<file path="src/sv/rsd_pkg.sv">
// shared types and constants for the rdp state command decoder
package rsd_pkg;

	// operation codes
	localparam logic [1:0] OPR_APPLY = 2'd0;
	localparam logic [1:0] OPR_READ  = 2'd1;
	localparam logic [1:0] OPR_CLEAR = 2'd2;

	// rdp opcodes
	localparam logic [7:0] OPC_OTHER_MODES = 8'h2F;
	localparam logic [7:0] OPC_COMBINE     = 8'h3C;
	localparam logic [7:0] OPC_SCISSOR     = 8'h2D;
	localparam logic [7:0] OPC_COLOR_IMAGE = 8'h3F;
	localparam logic [7:0] OPC_DEPTH_IMAGE = 8'h3E;
	localparam logic [7:0] OPC_PRIM_COLOR  = 8'h3A;
	localparam logic [7:0] OPC_ENV_COLOR   = 8'h3B;
	localparam logic [7:0] OPC_BLEND_COLOR = 8'h39;
	localparam logic [7:0] OPC_FOG_COLOR   = 8'h38;
	localparam logic [7:0] OPC_FILL_COLOR  = 8'h37;
	localparam logic [7:0] OPC_PRIM_DEPTH  = 8'h2E;
	localparam logic [7:0] OPC_CONVERT     = 8'h2C;
	localparam logic [7:0] OPC_KEY_R       = 8'h2B;
	localparam logic [7:0] OPC_KEY_GB      = 8'h2A;
	localparam logic [7:0] OPC_LOAD_SYNC   = 8'h26;
	localparam logic [7:0] OPC_PIPE_SYNC   = 8'h27;
	localparam logic [7:0] OPC_TILE_SYNC   = 8'h28;
	localparam logic [7:0] OPC_FULL_SYNC   = 8'h29;

	// state word kinds, also the changed flag bit of each
	localparam int NUM_WORDS = 14;
	localparam logic [3:0] KIND_OTHER_MODES = 4'd0;
	localparam logic [3:0] KIND_COMBINE     = 4'd1;
	localparam logic [3:0] KIND_SCISSOR     = 4'd2;
	localparam logic [3:0] KIND_COLOR_IMAGE = 4'd3;
	localparam logic [3:0] KIND_DEPTH_IMAGE = 4'd4;
	localparam logic [3:0] KIND_PRIM_COLOR  = 4'd5;
	localparam logic [3:0] KIND_ENV_COLOR   = 4'd6;
	localparam logic [3:0] KIND_BLEND_COLOR = 4'd7;
	localparam logic [3:0] KIND_FOG_COLOR   = 4'd8;
	localparam logic [3:0] KIND_FILL_COLOR  = 4'd9;
	localparam logic [3:0] KIND_PRIM_DEPTH  = 4'd10;
	localparam logic [3:0] KIND_CONVERT     = 4'd11;
	localparam logic [3:0] KIND_KEY_R       = 4'd12;
	localparam logic [3:0] KIND_KEY_GB      = 4'd13;

	localparam int NUM_SYNCS      = 4;
	localparam int SYNC_FLAG_BASE = 14;
	localparam int FLAG_BITS      = 18;
	localparam int WORD_BITS      = 56;

	// read indexes
	localparam logic [4:0] IDX_EPOCH      = 5'd14;
	localparam logic [4:0] IDX_SYNC_FIRST = 5'd15;
	localparam logic [4:0] IDX_SYNC_LAST  = 5'd18;

	localparam logic [31:0] ADDR_MASK = 32'h00FF_FFFF;

	// what the back end does with one queued command
	typedef enum logic [2:0] {
		CMD_NOP,
		CMD_WORD,
		CMD_SYNC,
		CMD_TAG,
		CMD_READ,
		CMD_CLEAR
	} rsd_cls_t;

	typedef struct packed {
		logic [1:0]  operation;
		logic        is_rdp;
		logic [7:0]  opcode;
		logic [31:0] word_high;
		logic [31:0] word_low;
		logic [31:0] packet_tag;
		logic [4:0]  read_index;
	} rsd_in_t;

	typedef struct packed {
		logic [63:0] read_data;
		logic [17:0] changed_flags_out;
		logic [31:0] epoch_out;
		logic [31:0] last_tag_out;
		logic [1:0]  cycle_mode;
	} rsd_out_t;

	typedef struct packed {
		rsd_cls_t              cls;
		logic [3:0]            kind;
		logic [1:0]            sync_sel;
		logic [WORD_BITS-1:0]  value;
		logic [31:0]           tag;
		logic [4:0]            read_index;
	} rsd_cmd_t;

endpackage

</file>
<file path="src/sv/rsd_front.sv">
// front end: classifies an incoming transfer and slices the command words
module rsd_front (
	input  rsd_pkg::rsd_in_t  item,
	output rsd_pkg::rsd_cmd_t cmd
);
	import rsd_pkg::*;

	logic [31:0] w0;
	logic [31:0] w1;
	logic [12:0] width_p1;

	assign w0 = item.word_high;
	assign w1 = item.word_low;
	assign width_p1 = {1'b0, w0[11:0]} + 13'd1;

	always_comb begin
		cmd            = '0;
		cmd.cls        = CMD_NOP;
		cmd.tag        = item.packet_tag;
		cmd.read_index = item.read_index;
		cmd.sync_sel   = item.opcode[1:0] - 2'd2;
		case (item.operation)
			OPR_APPLY: begin
				if (item.is_rdp) begin
					cmd.cls = CMD_WORD;
					case (item.opcode)
						OPC_OTHER_MODES: begin
							cmd.kind  = KIND_OTHER_MODES;
							cmd.value = {w0[23:0], w1};
						end
						OPC_COMBINE: begin
							cmd.kind  = KIND_COMBINE;
							cmd.value = {w0[23:0], w1};
						end
						OPC_SCISSOR: begin
							cmd.kind  = KIND_SCISSOR;
							cmd.value = WORD_BITS'({w1[25:24], w0[23:14], w0[11:2],
								w1[23:14], w1[11:2]});
						end
						OPC_COLOR_IMAGE: begin
							cmd.kind  = KIND_COLOR_IMAGE;
							cmd.value = WORD_BITS'({w0[23:21], w0[20:19], width_p1,
								w1[23:0]});
						end
						OPC_DEPTH_IMAGE: begin
							cmd.kind  = KIND_DEPTH_IMAGE;
							cmd.value = WORD_BITS'(w1 & ADDR_MASK);
						end
						OPC_PRIM_COLOR: begin
							cmd.kind  = KIND_PRIM_COLOR;
							cmd.value = WORD_BITS'({w0[12:8], w0[7:0], w1});
						end
						OPC_ENV_COLOR: begin
							cmd.kind  = KIND_ENV_COLOR;
							cmd.value = WORD_BITS'(w1);
						end
						OPC_BLEND_COLOR: begin
							cmd.kind  = KIND_BLEND_COLOR;
							cmd.value = WORD_BITS'(w1);
						end
						OPC_FOG_COLOR: begin
							cmd.kind  = KIND_FOG_COLOR;
							cmd.value = WORD_BITS'(w1);
						end
						OPC_FILL_COLOR: begin
							cmd.kind  = KIND_FILL_COLOR;
							cmd.value = WORD_BITS'(w1);
						end
						OPC_PRIM_DEPTH: begin
							cmd.kind  = KIND_PRIM_DEPTH;
							cmd.value = WORD_BITS'(w1);
						end
						OPC_CONVERT: begin
							cmd.kind  = KIND_CONVERT;
							cmd.value = WORD_BITS'({w0[21:13], w0[12:4], w0[3:0],
								w1[31:27], w1[26:0]});
						end
						OPC_KEY_R: begin
							cmd.kind  = KIND_KEY_R;
							cmd.value = WORD_BITS'(w1[27:0]);
						end
						OPC_KEY_GB: begin
							cmd.kind  = KIND_KEY_GB;
							cmd.value = {w0[23:0], w1};
						end
						OPC_LOAD_SYNC, OPC_PIPE_SYNC, OPC_TILE_SYNC, OPC_FULL_SYNC: begin
							cmd.cls = CMD_SYNC;
						end
						default: begin
							cmd.cls = CMD_TAG;
						end
					endcase
				end
			end
			OPR_READ: begin
				cmd.cls = CMD_READ;
			end
			OPR_CLEAR: begin
				cmd.cls = CMD_CLEAR;
			end
			default: begin
				cmd.cls = CMD_NOP;
			end
		endcase
	end

endmodule

</file>
<file path="src/sv/rsd_queue.sv">
// two-entry command queue between front end and back end
module rsd_queue (
	input  logic              clk,
	input  logic              arst_n,
	input  logic              push_valid,
	output logic              push_ready,
	input  rsd_pkg::rsd_cmd_t push_data,
	output logic              pop_valid,
	input  logic              pop_ready,
	output rsd_pkg::rsd_cmd_t pop_data
);
	import rsd_pkg::*;

	rsd_cmd_t   entry_q [2];
	logic       wr_ptr_q;
	logic       rd_ptr_q;
	logic [1:0] count_q;
	logic       push;
	logic       pop;

	assign push_ready = (count_q != 2'd2);
	assign pop_valid  = (count_q != 2'd0);
	assign pop_data   = entry_q[rd_ptr_q];
	assign push       = push_valid && push_ready;
	assign pop        = pop_valid && pop_ready;

	always_ff @(posedge clk or negedge arst_n) begin
		if (!arst_n) begin
			wr_ptr_q <= 1'b0;
			rd_ptr_q <= 1'b0;
			count_q  <= 2'd0;
		end else begin
			if (push) wr_ptr_q <= ~wr_ptr_q;
			if (pop) rd_ptr_q <= ~rd_ptr_q;
			count_q <= count_q + {1'b0, push} - {1'b0, pop};
		end
	end

	always_ff @(posedge clk) begin
		if (push) entry_q[wr_ptr_q] <= push_data;
	end

endmodule

</file>
<file path="src/sv/rsd_back.sv">
// back end: render-state register file, sync counters and result register
module rsd_back #(
	parameter int COUNT_BITS = 32,
	parameter int TAG_BITS   = 32
) (
	input  logic              clk,
	input  logic              arst_n,
	input  logic              cmd_valid,
	output logic              cmd_ready,
	input  rsd_pkg::rsd_cmd_t cmd,
	output logic              rsp_valid,
	input  logic              rsp_ready,
	output rsd_pkg::rsd_out_t rsp
);
	import rsd_pkg::*;

	logic [WORD_BITS-1:0]  words_q  [NUM_WORDS];
	logic [COUNT_BITS-1:0] counts_q [NUM_SYNCS];
	logic [TAG_BITS-1:0]   tags_q   [NUM_SYNCS];
	logic [COUNT_BITS-1:0] epoch_q;
	logic [FLAG_BITS-1:0]  flags_q;
	logic [TAG_BITS-1:0]   last_tag_q;

	logic [WORD_BITS-1:0]  words_d  [NUM_WORDS];
	logic [COUNT_BITS-1:0] counts_d [NUM_SYNCS];
	logic [TAG_BITS-1:0]   tags_d   [NUM_SYNCS];
	logic [COUNT_BITS-1:0] epoch_d;
	logic [FLAG_BITS-1:0]  flags_d;
	logic [TAG_BITS-1:0]   last_tag_d;

	logic                           pop;
	logic [TAG_BITS-1:0]            cmd_tag;
	logic [1:0]                     read_sel;
	logic [COUNT_BITS+TAG_BITS-1:0] sync_cat;
	logic [127:0]                   sync_wide;
	logic [63:0]                    rd_data;
	logic                           rsp_valid_q;
	rsd_out_t                       rsp_q;

	assign pop       = cmd_valid && cmd_ready;
	assign cmd_ready = !rsp_valid_q || rsp_ready;
	assign rsp_valid = rsp_valid_q;
	assign rsp       = rsp_q;
	assign cmd_tag   = TAG_BITS'(cmd.tag);

	// read side, on the state before this command
	assign read_sel  = 2'(cmd.read_index - IDX_SYNC_FIRST);
	assign sync_cat  = {counts_q[read_sel], tags_q[read_sel]};
	assign sync_wide = 128'(sync_cat);

	always_comb begin
		rd_data = '0;
		if (cmd.read_index < IDX_EPOCH) begin
			rd_data = 64'(words_q[cmd.read_index[3:0]]);
		end else if (cmd.read_index == IDX_EPOCH) begin
			rd_data = 64'(epoch_q);
		end else if (cmd.read_index <= IDX_SYNC_LAST) begin
			rd_data = sync_wide[63:0];
		end
	end

	// next state
	always_comb begin
		words_d    = words_q;
		counts_d   = counts_q;
		tags_d     = tags_q;
		epoch_d    = epoch_q;
		flags_d    = flags_q;
		last_tag_d = last_tag_q;
		case (cmd.cls)
			CMD_WORD: begin
				words_d[cmd.kind] = cmd.value;
				flags_d    = flags_q | (FLAG_BITS'(1) << cmd.kind);
				last_tag_d = cmd_tag;
			end
			CMD_SYNC: begin
				epoch_d                = epoch_q + COUNT_BITS'(1);
				counts_d[cmd.sync_sel] = counts_q[cmd.sync_sel] + COUNT_BITS'(1);
				tags_d[cmd.sync_sel]   = cmd_tag;
				flags_d    = flags_q | (FLAG_BITS'(1) << (SYNC_FLAG_BASE + cmd.sync_sel));
				last_tag_d = cmd_tag;
			end
			CMD_TAG: begin
				last_tag_d = cmd_tag;
			end
			CMD_CLEAR: begin
				for (int i = 0; i < NUM_WORDS; i++) words_d[i] = '0;
				for (int i = 0; i < NUM_SYNCS; i++) begin
					counts_d[i] = '0;
					tags_d[i]   = '0;
				end
				epoch_d    = '0;
				flags_d    = '0;
				last_tag_d = '0;
			end
			default: begin
			end
		endcase
	end

	always_ff @(posedge clk or negedge arst_n) begin
		if (!arst_n) begin
			for (int i = 0; i < NUM_WORDS; i++) words_q[i] <= '0;
			for (int i = 0; i < NUM_SYNCS; i++) begin
				counts_q[i] <= '0;
				tags_q[i]   <= '0;
			end
			epoch_q     <= '0;
			flags_q     <= '0;
			last_tag_q  <= '0;
			rsp_valid_q <= 1'b0;
		end else begin
			if (pop) begin
				words_q    <= words_d;
				counts_q   <= counts_d;
				tags_q     <= tags_d;
				epoch_q    <= epoch_d;
				flags_q    <= flags_d;
				last_tag_q <= last_tag_d;
			end
			if (pop) rsp_valid_q <= 1'b1;
			else if (rsp_ready) rsp_valid_q <= 1'b0;
		end
	end

	always_ff @(posedge clk) begin
		if (pop) begin
			rsp_q.read_data         <= (cmd.cls == CMD_READ) ? rd_data : 64'd0;
			rsp_q.changed_flags_out <= flags_d;
			rsp_q.epoch_out         <= 32'(epoch_d);
			rsp_q.last_tag_out      <= 32'(last_tag_d);
			rsp_q.cycle_mode        <= words_d[KIND_OTHER_MODES][53:52];
		end
	end

endmodule

</file>
<file path="src/sv/rdp_state_command_decoder_core.sv">
// top level of the rdp state command decoder
// Takes one command transfer per cycle while the queue has room and answers each
// with exactly one result transfer, in order. A command is decoded and sliced by
// the front end as it is accepted, waits in a two-entry queue, and is carried out
// by the back end, which holds the render-state register file and registers the
// result; one command is retired per cycle, so the sustained rate is one item per
// clock, as long as the result side does not stall. The back end's
// single update of the state registers per cycle sets that rate. A result reflects
// the state after its own command. Sync counters and the epoch are COUNT_BITS wide
// and wrap; sync tags and the last tag are kept to TAG_BITS. No clearing pass is
// needed: all state is in flip-flops that reset and the clear operation zero at once.
module rdp_state_command_decoder_core #(
	parameter int COUNT_BITS = 32,
	parameter int TAG_BITS   = 32
) (
	input  logic              clk,
	input  logic              arst_n,
	input  logic              cmd_valid,
	output logic              cmd_ready,
	input  rsd_pkg::rsd_in_t  cmd,
	output logic              rsp_valid,
	input  logic              rsp_ready,
	output rsd_pkg::rsd_out_t rsp
);
	import rsd_pkg::*;

	// decoded command leaving the front end
	rsd_cmd_t front_cmd;
	// queue head toward the back end
	rsd_cmd_t head_cmd;
	logic     head_valid;
	logic     head_ready;

	// items accepted whose result has not yet been transferred
	logic [1:0] pend_q;
	logic       cmd_fire;
	logic       rsp_fire;

	assign cmd_fire = cmd_valid && cmd_ready;
	assign rsp_fire = rsp_valid && rsp_ready;

	rsd_front u_front (
		.item (cmd),
		.cmd  (front_cmd)
	);

	// the queue lets the front accept while the back waits on the result side
	rsd_queue u_queue (
		.clk        (clk),
		.arst_n     (arst_n),
		.push_valid (cmd_valid),
		.push_ready (cmd_ready),
		.push_data  (front_cmd),
		.pop_valid  (head_valid),
		.pop_ready  (head_ready),
		.pop_data   (head_cmd)
	);

	rsd_back #(
		.COUNT_BITS (COUNT_BITS),
		.TAG_BITS   (TAG_BITS)
	) u_back (
		.clk       (clk),
		.arst_n    (arst_n),
		.cmd_valid (head_valid),
		.cmd_ready (head_ready),
		.cmd       (head_cmd),
		.rsp_valid (rsp_valid),
		.rsp_ready (rsp_ready),
		.rsp       (rsp)
	);

	// outstanding count, at most two queued plus one in the result register
	always_ff @(posedge clk or negedge arst_n) begin
		if (!arst_n) begin
			pend_q <= 2'd0;
		end else begin
			pend_q <= pend_q + {1'b0, cmd_fire} - {1'b0, rsp_fire};
		end
	end

	// a result is never shown with nothing outstanding
	a_no_orphan_result: assert property (@(posedge clk) disable iff (!arst_n)
		(pend_q == 2'd0) |-> !rsp_valid)
		else $error("result valid with no outstanding command");

	// on an empty block a transfer reaches rsp_valid through the queue and result register
	a_empty_latency: assert property (@(posedge clk) disable iff (!arst_n)
		(cmd_fire && pend_q == 2'd0) |-> ##2 rsp_valid)
		else $error("result missing two cycles after transfer into empty block");

	// input is refused only when the queue and result register are busy
	a_ready_when_light: assert property (@(posedge clk) disable iff (!arst_n)
		(pend_q == 2'd0) |-> cmd_ready)
		else $error("input stalled while block is empty");

endmodule

</file>
<file path="config.mk">
export PLATFORM = sky130hd
export DESIGN_NAME = rdp_state_command_decoder_core
export DESIGN_NICKNAME = d
export VERILOG_FILES = /design/src/sv/rsd_pkg.sv /design/src/sv/rsd_front.sv /design/src/sv/rsd_queue.sv /design/src/sv/rsd_back.sv /design/src/sv/rdp_state_command_decoder_core.sv
export SDC_FILE = /design/constraint.sdc
export NUM_CORES = 2
export LEC_CHECK = 0
export ABC_AREA = 0
export BUFFER_PORTS_ARGS = -buffer_cell sky130_fd_sc_hd__buf_2
export CAP_MARGIN = 20
export CORE_MARGIN = 2
export CORE_UTILIZATION = 60
export DETAILED_ROUTE_END_ITERATION = 6
export PLACE_DENSITY_LB_ADDON = 0.25
export SLEW_MARGIN = 0
export SYNTH_ARGS = -nofsm -noshare
export SYNTH_HDL_FRONTEND = slang
export SYNTH_SLANG_ARGS = --single-unit
</file>
<file path="constraint.sdc">
create_clock -name clk -period 18.65 [get_ports clk]
set_input_delay 0 -clock clk [delete_from_list [all_inputs] [get_ports clk]]
set_output_delay 0 -clock clk [all_outputs]
set_load 0.03 [all_outputs]
</file>
* Yosys cells after proc, flatten, opt, wreduce, memory -nomap -nowiden
Memory sizes are Yosys's and may differ from the RTL's.
Index checks and enable logic that the tools add are counted.
** Storage, ports and cells
- Register bits :: 1275
- Bits in writable memories :: 204
- Input port bits :: 116
- Output and inout bits :: 150
- Memories kept :: 1
** Operators by class
- Add/sub/neg operators :: 8
- Order comparisons :: 8
- Eq/ne operators :: 27
- Shift operators :: 2
- Mux-type cells :: 40
- Bitwise operators :: 10
- Reduce and logical (&&, ||, !) cells :: 19
** Memory list
- u_queue.entry_q :: depth 2, width 102, rd ports 1, clocked after Yosys merged registers in 0, wr ports 1, RTL line rsd_queue.sv:14 : rsd_cmd_t entry_q [2];
** Operators with widths (number)
- $pmux 784 s2 :: 1
- $bwmux 784 :: 1
- $pmux 128 s2 :: 2
- $mux 56 :: 8
- $pmux 56 s8 :: 1
- $bwmux 128 :: 2
- $bmux 56 s4 :: 1
- $demux 56 s4 :: 1
- $mux 32 :: 7
- $bmux 32 s2 :: 3
- $eq 8x6->1 const B :: 18
- $pmux 32 s2 :: 2
- $add 32x1->32 const B :: 2
- $demux 32 s2 :: 1
- $pmux 18 s3 :: 1
- $pmux 4 s13 :: 1
- $or 18x18->18 :: 2
- $shl 1x32->18 const A :: 1
- $shl 1x4->18 const A :: 1
- $reduce_or 14->1 :: 1
- $add 12x1->13 const B :: 1
- $ge 5x5->1 const B :: 2
- $not 4->5 :: 2
- $pmux 3 s3 :: 1
- 31 further kinds :: 51

* Depth between registers and ports, before layout
An unclocked memory read counts as a cell.
- Depth after elaboration :: 9
- Depth in mapped cells :: 15
- Depth with buffers taken out :: 8

* By module
From an unflattened synthesis, not the netlist that was laid out.
** Unflattened totals
- Cells, all modules :: 6677
- Area total of the unflattened synthesis :: 68998.7 um2
** Modules (own cells, without submodules)
- rsd_back :: instances 1, cells an instance 6059, area an instance 59648.5 um2, seq. area each 32546.2 um2
- rsd_queue :: instances 1, cells an instance 339, area an instance 7581.0 um2, seq. area each 6226.0 um2
- rsd_front :: instances 1, cells an instance 279, area an instance 1769.2 um2, seq. area each 0.0 um2

* Worst setup path after synthesis
Ideal clock, no wire load.
- Path kind :: register -> register
- Start :: register u_back.rsp_valid_q, in the netlist u_back.rsp_valid
- End :: register u_queue.count_q[1]
- Library setup time :: 80 ps
- Data arrival time :: 6974 ps
- Data required time :: 18570 ps
- Setup slack :: 11596 ps
- Cell stages (with the launch flop) :: 12
- Cell sequence :: dfrtp_1 -> nand2b_1 -> o21ai_0 -> inv_2 -> clkbuf_1 -> clkbuf_1 -> buf_1 -> ha_1 -> inv_1 -> ha_1 -> xnor2_1 -> xnor2_1
** Between the ends
- Word-level cells in the longest chain between the ends :: 4
** RTL lines
- from (decl) :: RTL line rsd_back.sv:37 : logic rsp_valid_q;
- from (signal assigned) :: RTL line rsd_back.sv:111 : rsp_valid_q <= 1'b0;
- from (signal assigned) :: RTL line rsd_back.sv:121 : if (pop) rsp_valid_q <= 1'b1;
- from (signal assigned) :: RTL line rsd_back.sv:122 : else if (rsp_ready) rsp_valid_q <= 1'b0;
- $logic_not 1->1 :: RTL line rsd_back.sv:41 : assign cmd_ready = !rsp_valid_q || rsp_ready;
- $logic_or 1x1->1 :: RTL line rsd_back.sv:41
- $logic_and 1x1->1
- via u_back.pop :: RTL line rsd_back.sv:31 : logic pop;
- $sub 2x1->2 :: RTL line rsd_queue.sv:35 : count_q <= count_q + {1'b0, push} - {1'b0, pop};
- to (signal assigned) :: RTL line rsd_queue.sv:35
- to (decl) :: RTL line rsd_queue.sv:17 : logic [1:0] count_q;
The timed path passes the listed nets, and every way through them passes these cells.
A chain may end at the register's enable or synchronous reset.

* Worst setup path in the final report
- Start :: register u_back.rsp_valid_q, in the netlist u_back.rsp_valid
- End :: register u_back.words_q[354] (netlist name)
** Between the ends
- Word-level cells in the longest chain between the ends :: 4
** RTL lines
- $logic_not 1->1 :: RTL line rsd_back.sv:41
- $logic_or 1x1->1 :: RTL line rsd_back.sv:41
- $logic_and 1x1->1 :: RTL line rsd_back.sv:40 : assign pop = cmd_valid && cmd_ready;
- $reduce_and 2->1 (no line)
- to (signal assigned) :: RTL line rsd_back.sv:114 : words_q <= words_d;
- to (decl) :: RTL line rsd_back.sv:17 : logic [WORD_BITS-1:0] words_q [NUM_WORDS];
Every way passes these cells.

==> flow_summary.yaml <==
power_and_ir_drop:
  powerDensity_nw_per_um2: 164.6
  p_leak_nw: 31.16
  internal_power_w: 0.007746
  p_seq_frac: 0.385
  p_clk_frac: 0.240
  p_switching_w: 0.005096
  combPwrFrac: 0.375
  max-vdd-ir-drop_v: 0.0001190
  switching_share: 0.3968
sta:
  hold_violations: 0
  final-max-slew-violation-count: 0
  setup_ws_ns: 12.89
  setup_viol: 0
  slew_headroom: 0.1277
  fin_crit_ns: 5.760
  finalClockSkew_ns: 0.03691
  min_period_over_period: 0.3089
  fin_tns_setup_ns: 0
  fmax_mhz: 173.6
  rsz0062_at_grt: "false"
  worst_pin_slew_ns: 1.298
cts:
  htreeDepth: 4
  cts_tree: "done"
  clkTransAtPathRegs_ns: 0.06
  clock-root-buffer: "clkbuf_16"
  clk_latency_ns: 0.78
  numClockSinks: 1479
  numCtsBuffers: 151
  clk_path_buf_depth: 3
floorplan:
  die_w_um: 343.1
  core-area_um2: 114200
  die_h_um: 343.1
  die-area_um2: 117700
  io_pins: 266
  start_util: 0.6044
  rows: 124
synth:
  synth_area_per_cell_um2: 10.22
  synth_nets: 6876
  syn_area_um2: 69010
  yosys_register_bits: 1479
  synth_flop_cell: "dfrtp_1"
  synth_cell_types: 74
  yosysWarnings: 0
  postSynthCellCount: 6753
  async_reset_ff_frac: 0.7620
  ys_seq_area_frac: 0.5618
  synth_edf_count: 352
placed_design:
  pre_cts_slack_ns: 13.07
  hpwl_mm: 123.7
  globalplace.congestion: 0.9293
  portBuffers: 257
global_route:
  grt_max_degree: 231
  track_usage: 0.3610
  grt_pass1_wl_mm: 325.4
  antenna_found_initial: 8
  grt_pass1_vias: 53530
  overflow: 0
cells_and_area:
  nFillCells: 8478
  syn2layout_area_growth_pct: 13.04
  multi_input_area_um2: 27940
  regArea_um2: 38780
  drive_above_1_share: 0.1334
  layout.nets: 6955
min_path:
  hold_class: "primary input to flip-flop"
worst_setup_path:
  crit_fanout: 115
  cp-start-kind: "flip-flop"
  worstPathRequired_ns: 19.28
  crit_type: "flip-flop to flip-flop"
  worst_ep_arrival_time_ns: 6.39
  cp-end-kind: "flip-flop"
detailed_routing:
  drc: 1
  wl_per_cell_um: 25.29
  ant_nets: 0
  first_pass_iters: 7
  wl_mm: 214.3
  num_vias: 56330
  vias_per_cell: 6.649
  initialDrtViolationCount: 7681
run_status:
  status: "finished, violations left"
  violations: "design-rule violations"
run:
  max_cap_violations: 0
==> path summary, 6_finish.rpt <==
check | slack [ns] | to | start | depth (start not counted)
worst max-delay path | 12.89 | u_back.words_q[354]$_DFFE_PN0P_ | u_back.rsp_valid$_DFFE_PN0P_ | 11
worst min-delay path | 0.03 | u_queue.entry_q[0][2]$_DFFE_PP_ | cmd[2] | 2
worst max register to register | 12.89 | u_back.words_q[354]$_DFFE_PN0P_ | u_back.rsp_valid$_DFFE_PN0P_ | 11
worst min register to register | 0.48 | u_back.tags_q[14]$_DFFE_PN0P_ | u_back.tags_q[14]$_DFFE_PN0P_ | 2
max in group asynchronous | 14.49 | u_back.counts_q[91]$_DFFE_PN0P_ | arst_n | 8
min in group asynchronous | 0.47 | u_back.words_q[243]$_DFFE_PN0P_ | arst_n | 3
==> layout make-up <==
| cell class | count | area share |
|---|---|---|
| clock buffer | 221 | 0.05745 |
| sequential | 1479 | 0.4971 |
| timing repair buffer | 582 | 0.05441 |
| multi-input combinational | 4591 | 0.3581 |
| tap | 1512 | 0.02425 |
| antenna | 3 | 0.00009624 |
| inverter | 27 | 0.001556 |
| clock inverter | 57 | 0.007041 |
==> cells in the mapped netlist (19+ instances only) <==
| master | n | area (um^2) |
|---|---|---|
| buf_1 | 73 | 274.0 |
| clkbuf_1 | 496 | 1862 |
| a221oi_1 | 24 | 210.2 |
| o31ai_1 | 19 | 142.6 |
| mux2i_1 | 202 | 2022 |
| edfxtp_1 | 352 | 10570 |
| xnor2_1 | 22 | 192.7 |
| a31oi_1 | 19 | 118.9 |
| inv_1 | 25 | 93.84 |
| mux4_2 | 111 | 2500 |
| and2_1 | 23 | 143.9 |
| nor3_1 | 69 | 345.3 |
| nand4_1 | 36 | 225.2 |
| nand2_1 | 911 | 3420 |
| a211o_1 | 25 | 219.0 |
| dfrtp_1 | 1127 | 28200 |
| a21oi_1 | 142 | 710.7 |
| buf_2 | 80 | 400.4 |
| and3_1 | 35 | 219.0 |
| a22o_1 | 26 | 227.7 |
| nor2_1 | 895 | 3359 |
| a2111oi_0 | 23 | 201.4 |
| a22oi_1 | 39 | 292.8 |
| o21ai_0 | 325 | 1627 |
| a32oi_1 | 19 | 166.4 |
| o211ai_1 | 31 | 232.7 |
| a211oi_1 | 792 | 5946 |
| nand3_1 | 593 | 2968 |
| mux2_2 | 58 | 653.1 |
==> critical path, cell delays in order (launching register included) <==
cell      delay [ns]
dfrtp_1         0.39
nand2b_1        0.11
o21ai_2         0.07
buf_4           0.26
inv_8           0.60
buf_4           0.81
nand2_1         0.49
nor3_2          0.99
buf_4           0.67
buf_4           0.69
nor2_1          0.08
a211oi_1        0.29
==> logic make-up after synthesis <==
logic type / count (synthesis) / share of synthesized area
buffers and inverters: 683 / 0.03938
adders and majority gates: 7 / 0.001269
xor gates and xnor gates: 29 / 0.003680
muxes: 376 / 0.07637
AOI/OAI and AO/OA: 1551 / 0.1542
and+or+nand+nor: 2628 / 0.1633
DFF: 1479 / 0.5618
==> per-layer routing <==
layer / GRT usage / up-vias / share of wire
li1: - / 24590 / -
met1: 0.5036 / 27810 / 0.39
met2: 0.5209 / 3364 / 0.44
met3: 0.1118 / 562 / 0.12
met4: 0.1664 / 4 / 0.049
met5: 0 / - / 0.00012
==> layout by cell type, fill, tap and decap left out, types with 25 or more instances in the layout <==
cell type and n:
edfxtp_1 352, and3_1 33, o211ai_1 31, a22oi_1 39
mux2_2 55, nand2_1 910, nand4_1 36, a21oi_1 140
buf_4 173, dfrtp_1 1126, clkbuf_1 35, dlygate4sd3_1 138
o21ai_0 322, clkbuf_16 159, mux4_2 111, a211oi_1 792
nor3_1 55, clkbuf_8 27, mux2i_1 199, nor2_1 886
buf_2 256, nand3_1 586, a211o_1 25, a22o_1 26
==> through the flow <==
stage / std cells / total power (W) / util / hold slack [ns] / area (um^2)
after floorplan: 6753 / 0.007984 / - / -0.2956 / 69010
after global placement: 8009 / 0.009419 / 0.6232 / 0.1672 / 71160
after detailed placement: 8023 / 0.009587 / 0.6241 / 0.1809 / 71260
after CTS: 8439 / 0.01268 / 0.6802 / 0.0001504 / 77680
after global routing: 8469 / 0.01339 / 0.6831 / 0.01383 / 78000
final: 8472 / 0.01284 / 0.6832 / 0.03142 / 78010
==> flip-flops by register name, indices dropped and copies added, names as in the netlist <==
register,count
u_back.tags_q,128
u_back.counts_q,128
u_back.flags_q,18
u_queue.count_q,2
u_back.last_tag_q,32
u_queue.wr_ptr_q,1
u_back.rsp_valid,1
u_queue.rd_ptr_q,1
u_back.epoch_q,32
u_back.words_q,784
u_queue.entry_q,204
u_back.rsp,148
==> timing repair <==
| item | in CTS | in global routing |
|---|---|---|
| hold buffers | 138 | 0 |
| hold endpoints to repair | 312 | 0 |
| setup buffers | 0 | 0 |
| resized for setup | 0 | 0 |
==> power groups by stage <==
stage | Sequential (W) | Clock [W] | Combinational, W
3_3_place_gp | 0.00491 | 0 | 0.00451
2_1_floorplan | 0.00510 | 0 | 0.00289
5_1_grt | 0.00503 | 0.00322 | 0.00513
4_1_cts | 0.00492 | 0.00309 | 0.00467
6_report | 0.00494 | 0.00308 | 0.00482
3_5_place_dp | 0.00497 | 0 | 0.00462
(Power assumes the default switching activity.)
